--- config.mk ---
export PLATFORM = sky130hd
export DESIGN_NAME = bftk_front_flat
export DESIGN_NICKNAME = d
export VERILOG_FILES = /design/src/rtl/bftk_pkg.sv /design/src/rtl/bftk_in_if.sv /design/src/rtl/bftk_front.sv /design/src/flat_wrapper.sv
export SDC_FILE = /design/constraint.sdc
export NUM_CORES = 1
export LEC_CHECK = 0
export BUFFER_PORTS_ARGS = -buffer_cell sky130_fd_sc_hd__buf_2
export CORE_ASPECT_RATIO = 1.4
export CORE_UTILIZATION = 37
export CTS_CLUSTER_SIZE = 25
export DETAILED_ROUTE_END_ITERATION = 16
export HOLD_SLACK_MARGIN = 0.05
export MAX_ROUTING_LAYER = met4
export SYNTH_ARGS = -nofsm -noshare
export SYNTH_HDL_FRONTEND = slang
export SYNTH_SLANG_ARGS = --single-unit
--- constraint.sdc ---
create_clock -name clk -period 6.5 [get_ports clk]
set_clock_uncertainty 0.1 [all_clocks]
set_input_delay 0.65 -clock clk [delete_from_list [all_inputs] [get_ports clk]]
set_output_delay 0.65 -clock clk [all_outputs]
set_load 0.02 [all_outputs]
--- src/rtl/bftk_pkg.sv ---
package bftk_pkg;

    localparam int MAX_DIM_DEF = 256;
    localparam int MAX_K_DEF   = 16;

    localparam int QUEUE_DEPTH = 4;

    localparam int VALUE_W = 16;
    localparam int ID_W    = 32;
    localparam int DIST_W  = 40;
    localparam int SCAN_W  = 32;
    localparam int RANK_W  = 4;
    localparam int LEN_W   = 9;
    localparam int KCFG_W  = 5;
    localparam int CMD_W   = 2;
    localparam int PDATA_W = 32;
    localparam int PADDR_W = 3;

    localparam logic [CMD_W-1:0] CMD_QUERY  = 2'd0;
    localparam logic [CMD_W-1:0] CMD_COMP   = 2'd1;
    localparam logic [CMD_W-1:0] CMD_FINISH = 2'd2;
    localparam logic [CMD_W-1:0] CMD_NONE   = 2'd3;

    localparam logic REG_VECTOR_LENGTH     = 1'b0;
    localparam logic REG_NEIGHBOURS_WANTED = 1'b1;

    localparam logic [LEN_W-1:0]  LEN_RESET = 9'd128;
    localparam logic [KCFG_W-1:0] K_RESET   = 5'd16;

    typedef struct packed {
        logic [CMD_W-1:0]          command;
        logic signed [VALUE_W-1:0] value;
        logic [ID_W-1:0]           id;
    } item_t;

    typedef struct packed {
        logic [LEN_W-1:0]  vector_length;
        logic [KCFG_W-1:0] neighbours_wanted;
    } cfg_t;

    typedef struct packed {
        logic clear;
        logic insert;
        logic trunc;
    } list_ctrl_t;

endpackage

--- src/rtl/bftk_in_if.sv ---
interface bftk_in_if
    import bftk_pkg::*;
();
    logic                      valid;
    logic                      ready;
    logic [CMD_W-1:0]          command;
    logic signed [VALUE_W-1:0] component_value;
    logic [ID_W-1:0]           vector_id;

    modport source (output valid, output command, output component_value, output vector_id,
                    input ready);
    modport sink (input valid, input command, input component_value, input vector_id,
                  output ready);
endinterface

--- src/rtl/bftk_front.sv ---
module bftk_front
    import bftk_pkg::*;
(
    input  logic       clk,
    input  logic       rst_n,
    bftk_in_if.sink    in,
    output logic       q_valid,
    output item_t      q_item,
    input  logic       q_pop
);

    localparam int PW = $clog2(QUEUE_DEPTH);
    localparam int NW = $clog2(QUEUE_DEPTH + 1);

    item_t         queue_reg [QUEUE_DEPTH];
    logic [PW-1:0] wr_ptr_reg, wr_ptr_next;
    logic [PW-1:0] rd_ptr_reg, rd_ptr_next;
    logic [NW-1:0] count_reg, count_next;
    logic          push;
    logic          pop;

    assign in.ready = (count_reg < NW'(QUEUE_DEPTH));
    // unknown commands are taken and dropped here
    assign push     = in.valid && in.ready && (in.command != CMD_NONE);
    assign pop      = q_pop && q_valid;
    assign q_valid  = (count_reg != '0);
    assign q_item   = queue_reg[rd_ptr_reg];

    always_comb
    begin
        wr_ptr_next = push ? wr_ptr_reg + PW'(1) : wr_ptr_reg;
        rd_ptr_next = pop ? rd_ptr_reg + PW'(1) : rd_ptr_reg;
        count_next  = count_reg + NW'(push) - NW'(pop);
    end

    always_ff @(posedge clk)
    begin
        if (push)
        begin
            queue_reg[wr_ptr_reg] <= '{command: in.command, value: in.component_value,
                                       id: in.vector_id};
        end
    end

    always_ff @(posedge clk or negedge rst_n)
    begin
        if (!rst_n)
        begin
            wr_ptr_reg <= '0;
            rd_ptr_reg <= '0;
            count_reg  <= '0;
        end
        else
        begin
            wr_ptr_reg <= wr_ptr_next;
            rd_ptr_reg <= rd_ptr_next;
            count_reg  <= count_next;
        end
    end

    a_count_bound: assert property (@(posedge clk) disable iff (!rst_n)
        count_reg <= NW'(QUEUE_DEPTH))
        else $error("queue count overflow");

    a_no_pop_empty: assert property (@(posedge clk) disable iff (!rst_n)
        (count_reg == '0) |=> (count_reg <= NW'(1)))
        else $error("queue count moved by more than one from empty");

    a_pop_moves_ptr: assert property (@(posedge clk) disable iff (!rst_n)
        pop |=> (rd_ptr_reg == $past(rd_ptr_reg) + PW'(1)))
        else $error("read pointer did not advance on pop");

endmodule

--- src/flat_wrapper.sv ---
// flat-port wrapper written by rule: the top's interface ports become plain ports
module bftk_front_flat import bftk_pkg::*;
  (clk, rst_n, q_valid, q_item, q_pop, in_valid, in_command, in_component_value, in_vector_id, in_ready);
  bftk_in_if in_i ();
  input  logic clk;
  input  logic rst_n;
  output logic q_valid;
  output item_t q_item;
  input  logic q_pop;
  input wire logic [$bits(in_i.valid)-1:0] in_valid;
  input wire logic [$bits(in_i.command)-1:0] in_command;
  input wire logic [$bits(in_i.component_value)-1:0] in_component_value;
  input wire logic [$bits(in_i.vector_id)-1:0] in_vector_id;
  output wire logic [$bits(in_i.ready)-1:0] in_ready;
  assign in_i.valid = in_valid;
  assign in_i.command = in_command;
  assign in_i.component_value = in_component_value;
  assign in_i.vector_id = in_vector_id;
  assign in_ready = in_i.ready;
  bftk_front u_core (.clk(clk), .rst_n(rst_n), .in(in_i), .q_valid(q_valid), .q_item(q_item), .q_pop(q_pop));
endmodule
; ---- Yosys cells after proc, flatten, opt, wreduce, memory -nomap -nowiden
; Memory sizes are Yosys's and may differ from the RTL's.
; Cells that the tools add are included.
[totals]
reg_bits = 7
ram_bits = 200
out_inout_bits = 52
elab_cells = 16
memories = 1
[memory_table]
columns = memory, depth, word_bits, read_ports, rd_clocked_by_memory_dff, write_ports, line
row1 = u_core.queue_reg, 4, 50, 1, 0, 1, bftk_front.sv:15  ; item_t queue_reg [QUEUE_DEPTH];
[classes]
addsub = 4
n_lt_le_gt_ge = 1
n_eq_ne = 1
n_mux = 2
reduce_logical = 4
[ops]
columns = cell, count
row1 = $add 2x1->2 const B, 2
row2 = $add 3x1->3, 1
row3 = $logic_and 1x1->1, 3
row4 = $lt 3x3->1 const B, 1
row5 = $reduce_bool 3->1, 1
row6 = $sub 3x1->3, 1
row7 = $mux 1, 2
row8 = $ne 2x2->1 const B, 1

; ---- Logic depth before layout (Yosys ltp)
[depth]
depth_word = 5
ltp_mapped = 8
mapped_depth_nobuf = 8

; ---- Worst setup path after synthesis
; OpenSTA, ideal clock, no wires.
[synth_path]
path_type = in2reg
startpoint = input in_command[1]
endpoint = memory u_core.queue_reg[0][0] in the netlist's numbering, enable pin
setup_ps = 413
arrival_time_ps = 2193
required_time_ps = 5987
path_slack_ps = 3794
stages = 4
n_path_buf = 1
cell_sequence = nand2_1 -> and3_1 -> buf_2 -> and2_1
[synth_between]
elab_chain_len = 4
[synth_rtl]
columns = item, line
row1 = "start, declared", flat_wrapper.sv:11  ; input wire logic [$bits(in_i.command)-1:0] in_command;
row2 = $ne 2x2->1, bftk_front.sv:24  ; assign push = in.valid && in.ready && (in.command != CMD_NONE);
row3 = $logic_and 1x1->1, bftk_front.sv:24
row4 = named net u_core.push, bftk_front.sv:19  ; logic push;
row5 = $mux 1, bftk_front.sv:38  ; if (push)
row6 = $mux 1 (implied by the code), bftk_front.sv:40  ; queue_reg[wr_ptr_reg] <= '{command: in.command, value: in.component_value,
row7 = "end, declared", bftk_front.sv:15
; The timed path passes the listed nets, and every way through them passes these cells.

==> impl_results.rst <==
.. list-table::
   :header-rows: 1

   * - Metric
     - Value
   * - Run status
     - complete, no violations
   * - Number of placement rows
     - a little over 60
   * - Cell area power density
     - about 440 nW/um^2
   * - Final setup violation count
     - 0
   * - Number of global-route vias before repair
     - around 3800
   * - Clock slew at reported path FFs
     - 0.06 ns
   * - Top area cells in the synthesized netlist
     - edfxtp_1, mux4_2, dfrtp_1, buf_12, ha_1
   * - Count of mapped cells out of synthesis
     - around 300
   * - Number of nets with antenna violations after detailed routing
     - 0
   * - Number of buffers added by the clock tree synthesis step
     - 20
   * - Num ports
     - ~110
   * - First-pass iteration count of the detailed router
     - 6
   * - Synth Flop Type
     - edfxtp_1
   * - Number of unique standard cell types used by synthesis
     - 20
   * - Synthesized flop and latch total
     - around 210
   * - Mapped Area
     - 7690 sq um
   * - Number of warnings printed during yosys synthesis
     - 0
   * - Gates resized, CTS repair
     - 0
   * - Avg Cell Area, Syn
     - 25.7 sq um
   * - Post-synth top area share
     - between 70% and 80%
   * - Worst path arrival time
     - about 2.5 ns
   * - Slew Limit Fails
     - 0
   * - Post-route fraction of the period consumed by the critical path
     - approximately half
   * - Longest Clk Path Bufs
     - 3
   * - Core area
     - just over 20000 sq um
   * - Fraction of layout instances using a drive strength above 1
     - approximately 45%
   * - Instance count after placement with tap cells included
     - about 650
   * - Cell type with the largest total area after synthesis
     - edfxtp_1
   * - Cells on worst reg2reg path
     - 4
   * - Crit Reg-Reg Endpoint
     - u_core.queue_reg[1][45]$_DFFE_PP_
   * - Class of the worst hold path
     - in -> reg
   * - Relative area change from synthesis to final layout
     - 18.1%
   * - Largest net degree at the start of global routing
     - 53
   * - WL/cell
     - 19.8 um
   * - Later-pin clock latency in the skew report
     - approximately 0.48 ns
   * - Nets in the synthesized netlist
     - 360
   * - Final wirelength
     - 13600 um
   * - Cell leakage power
     - 3.11 nW
   * - Area fraction in and, or, nand and nor cells after synthesis
     - 0.748%
   * - Type of the setup path with the least slack
     - reg -> out
   * - TritonCTS clock tree
     - yes
   * - Diode count
     - 0
   * - RSZ-0062 raised after global routing
     - false
   * - Number of cells traversed by the worst hold path
     - 1
   * - Ordered cell list for the critical path
     - mux4_1 > buf_2
   * - Reported max-cap violation count
     - 0
   * - All-layer global routing usage
     - between 10 and 15%
   * - Data required time at the worst endpoint
     - roughly 5.8 ns
   * - Die span in y
     - around 170 um
   * - Reg-to-reg startpoint
     - u_core.count_reg[2]$_DFF_PN0_
   * - Clock net sink count
     - ~210
   * - Number of post-CTS setup repair buffers
     - 0
   * - Number of nets in the final layout
     - 480
   * - Post-synth EDFFs
     - 200
   * - Hpwl dp
     - 8060 um
   * - Mux contribution to synthesized area
     - about 15%
   * - Cell at the slowest stage of the critical path
     - dfrtp_4
   * - Dominant combinational cell family by area after synthesis
     - multiplexers
   * - Worst slew slack as a fraction of its limit
     - 29.8%
   * - R2R Setup Slk
     - 4.13 ns
   * - Worst Min Path Start
     - in_vector_id[28]
   * - Achievable clock frequency
     - 306 MHz
   * - Remaining global-route overflow
     - 0
   * - Overall Power
     - ~0.0040 W
   * - Worst stage delay on the critical path
     - 1.12 ns
   * - Post-synthesis share of cell area spent on xor and xnor gates
     - 0.569%
   * - Global placer's final weighted congestion
     - 0.656
   * - Hold Violations, Final
     - 0
   * - Worst vdd ir
     - roughly 0.42 mV
   * - Number of antenna violations at the first check in global routing
     - 0
   * - Worst-path fanout max
     - between 50 and 60
   * - Root cell of the clock tree
     - clkbuf_16
   * - Min Clock Period, post-route
     - around 3.3 ns
   * - DR vias/cell
     - 4.90
   * - Synth Area in Compound Gates
     - 0%
   * - Sequential element share of the synthesized area
     - about four fifths
   * - Worst Setup End Kind
     - output pin
   * - I/O Buffers
     - about 110
   * - Vias after detailed routing
     - roughly 3400
   * - Actual transition at the worst max-transition pin
     - roughly 1.1 ns
   * - DIE WIDTH
     - approximately 120 um
   * - Global-route wire length before repair
     - about 21000 um
   * - Area share of fa/ha/maj cells after synthesis
     - between 1 and 1.5%
   * - Max reg flops
     - 200
   * - Share of flip-flops with an asynchronous set or reset
     - 3.38%
   * - Detailed-route DRC error count
     - 0
   * - Starting utilization of the core area
     - between 30 and 40%
   * - Worst Hold End
     - u_core.queue_reg[1][28]$_DFFE_PP_
   * - Full die area
     - 21400 sq um
   * - Count of routing violations after the opening detailed-route iteration
     - ~230
   * - Accumulated negative setup slack
     - 0 ns
   * - Crit path launch type
     - register
   * - Max H-tree Level
     - 1
   * - Finished Layout Cells
     - just under 700
## cell usage after synthesis (2+ instances only)
master,instances
mux4_1,2
edfxtp_1,200
inv_1,6
ha_1,6
dfrtp_1,7
mux4_2,48
buf_12,5
and2_1,5
buf_2,6
xnor2_1,4
## where the power goes
group          internal (W)  switching (W)  leakage [nW]  total [W]
clock network      0.000661       0.000450         0.311    0.00111
logic              0.000487       0.000605         0.903    0.00109
registers           0.00164       0.000134          1.89    0.00177
total               0.00278        0.00119          3.11    0.00397
## worst max-delay path: cells and delay by family, from the launching register on
family                 cells  cell delay (ns)
DFF                        1             1.12
muxes                      1             0.72
buffers and inverters      1             0.19
## area by class of cell
type	count	area [sq um]
inverter	7	26.3
tap	256	320
multi-input combinational	72	1350
sequential	207	6190
clock buffer	22	529
timing repair buffer	111	573
clock inverter	12	101
fill	1800	11400
## metrics by stage
step | hold slack (ns) | utilization [%] | worst slack [ns] | cell area [sq um]
floorplan | 0.254 | - | 3.79 | 7690
global placement | 0.391 | 41.2 | 3.65 | 8440
detailed placement | 0.398 | 41.2 | 3.63 | 8440
CTS | 0.260 | 44.3 | 3.10 | 9080
global route | 0.267 | 44.3 | 3.02 | 9080
finish | 0.282 | 44.3 | 3.23 | 9080
## logic make-up (layout without fill, tap and decap cells)
family / Yosys count / after routing
DFF: 207 / 207
muxes: 51 / 51
buffers and inverters: 20 / 152
and+or+nand+nor: 9 / 9
adders and majority gates: 7 / 7
xor gates and xnor gates: 5 / 5
## repair_timing
item                                   in CTS  in global routing
setup endpoints to repair                   0                  0
endpoints found under the hold margin       7                  0
hold buffers                                1                  0
## worst max path at each step
stage                                     start                                to  slack, ns
2_1_floorplan                     in_command[1]  u_core.queue_reg[0][0]$_DFFE_PP_       3.79
3_3_place_gp   u_core.rd_ptr_reg[0]$_DFFE_PN0P_                        q_item[49]       3.65
3_5_place_dp   u_core.rd_ptr_reg[0]$_DFFE_PN0P_                        q_item[49]       3.63
4_1_cts        u_core.rd_ptr_reg[0]$_DFFE_PN0P_                        q_item[49]       3.10
5_1_grt        u_core.rd_ptr_reg[0]$_DFFE_PN0P_                        q_item[49]       3.02
6_report       u_core.rd_ptr_reg[0]$_DFFE_PN0P_                        q_item[49]       3.23
## per-layer routing
metal	track usage (%)	part of all wire (%)
met1	15.3	38
met2	24.4	56
met3	1.98	4.0
met4	4.52	1.5
met5	-	0
## layout by cell type (no fill, tap or decap), types with 2 or more instances in the layout
cell and instances:
and2_2 4, buf_2 105, buf_4 5, bufinv_16 2, clkbuf_16 21, clkinv_1 7
clkinv_2 3, dfrtp_1 5, edfxtp_1 200, ha_1 6, inv_1 6, mux4_1 2
mux4_2 48, xnor2_1 4
(Power assumes the default switching activity.)
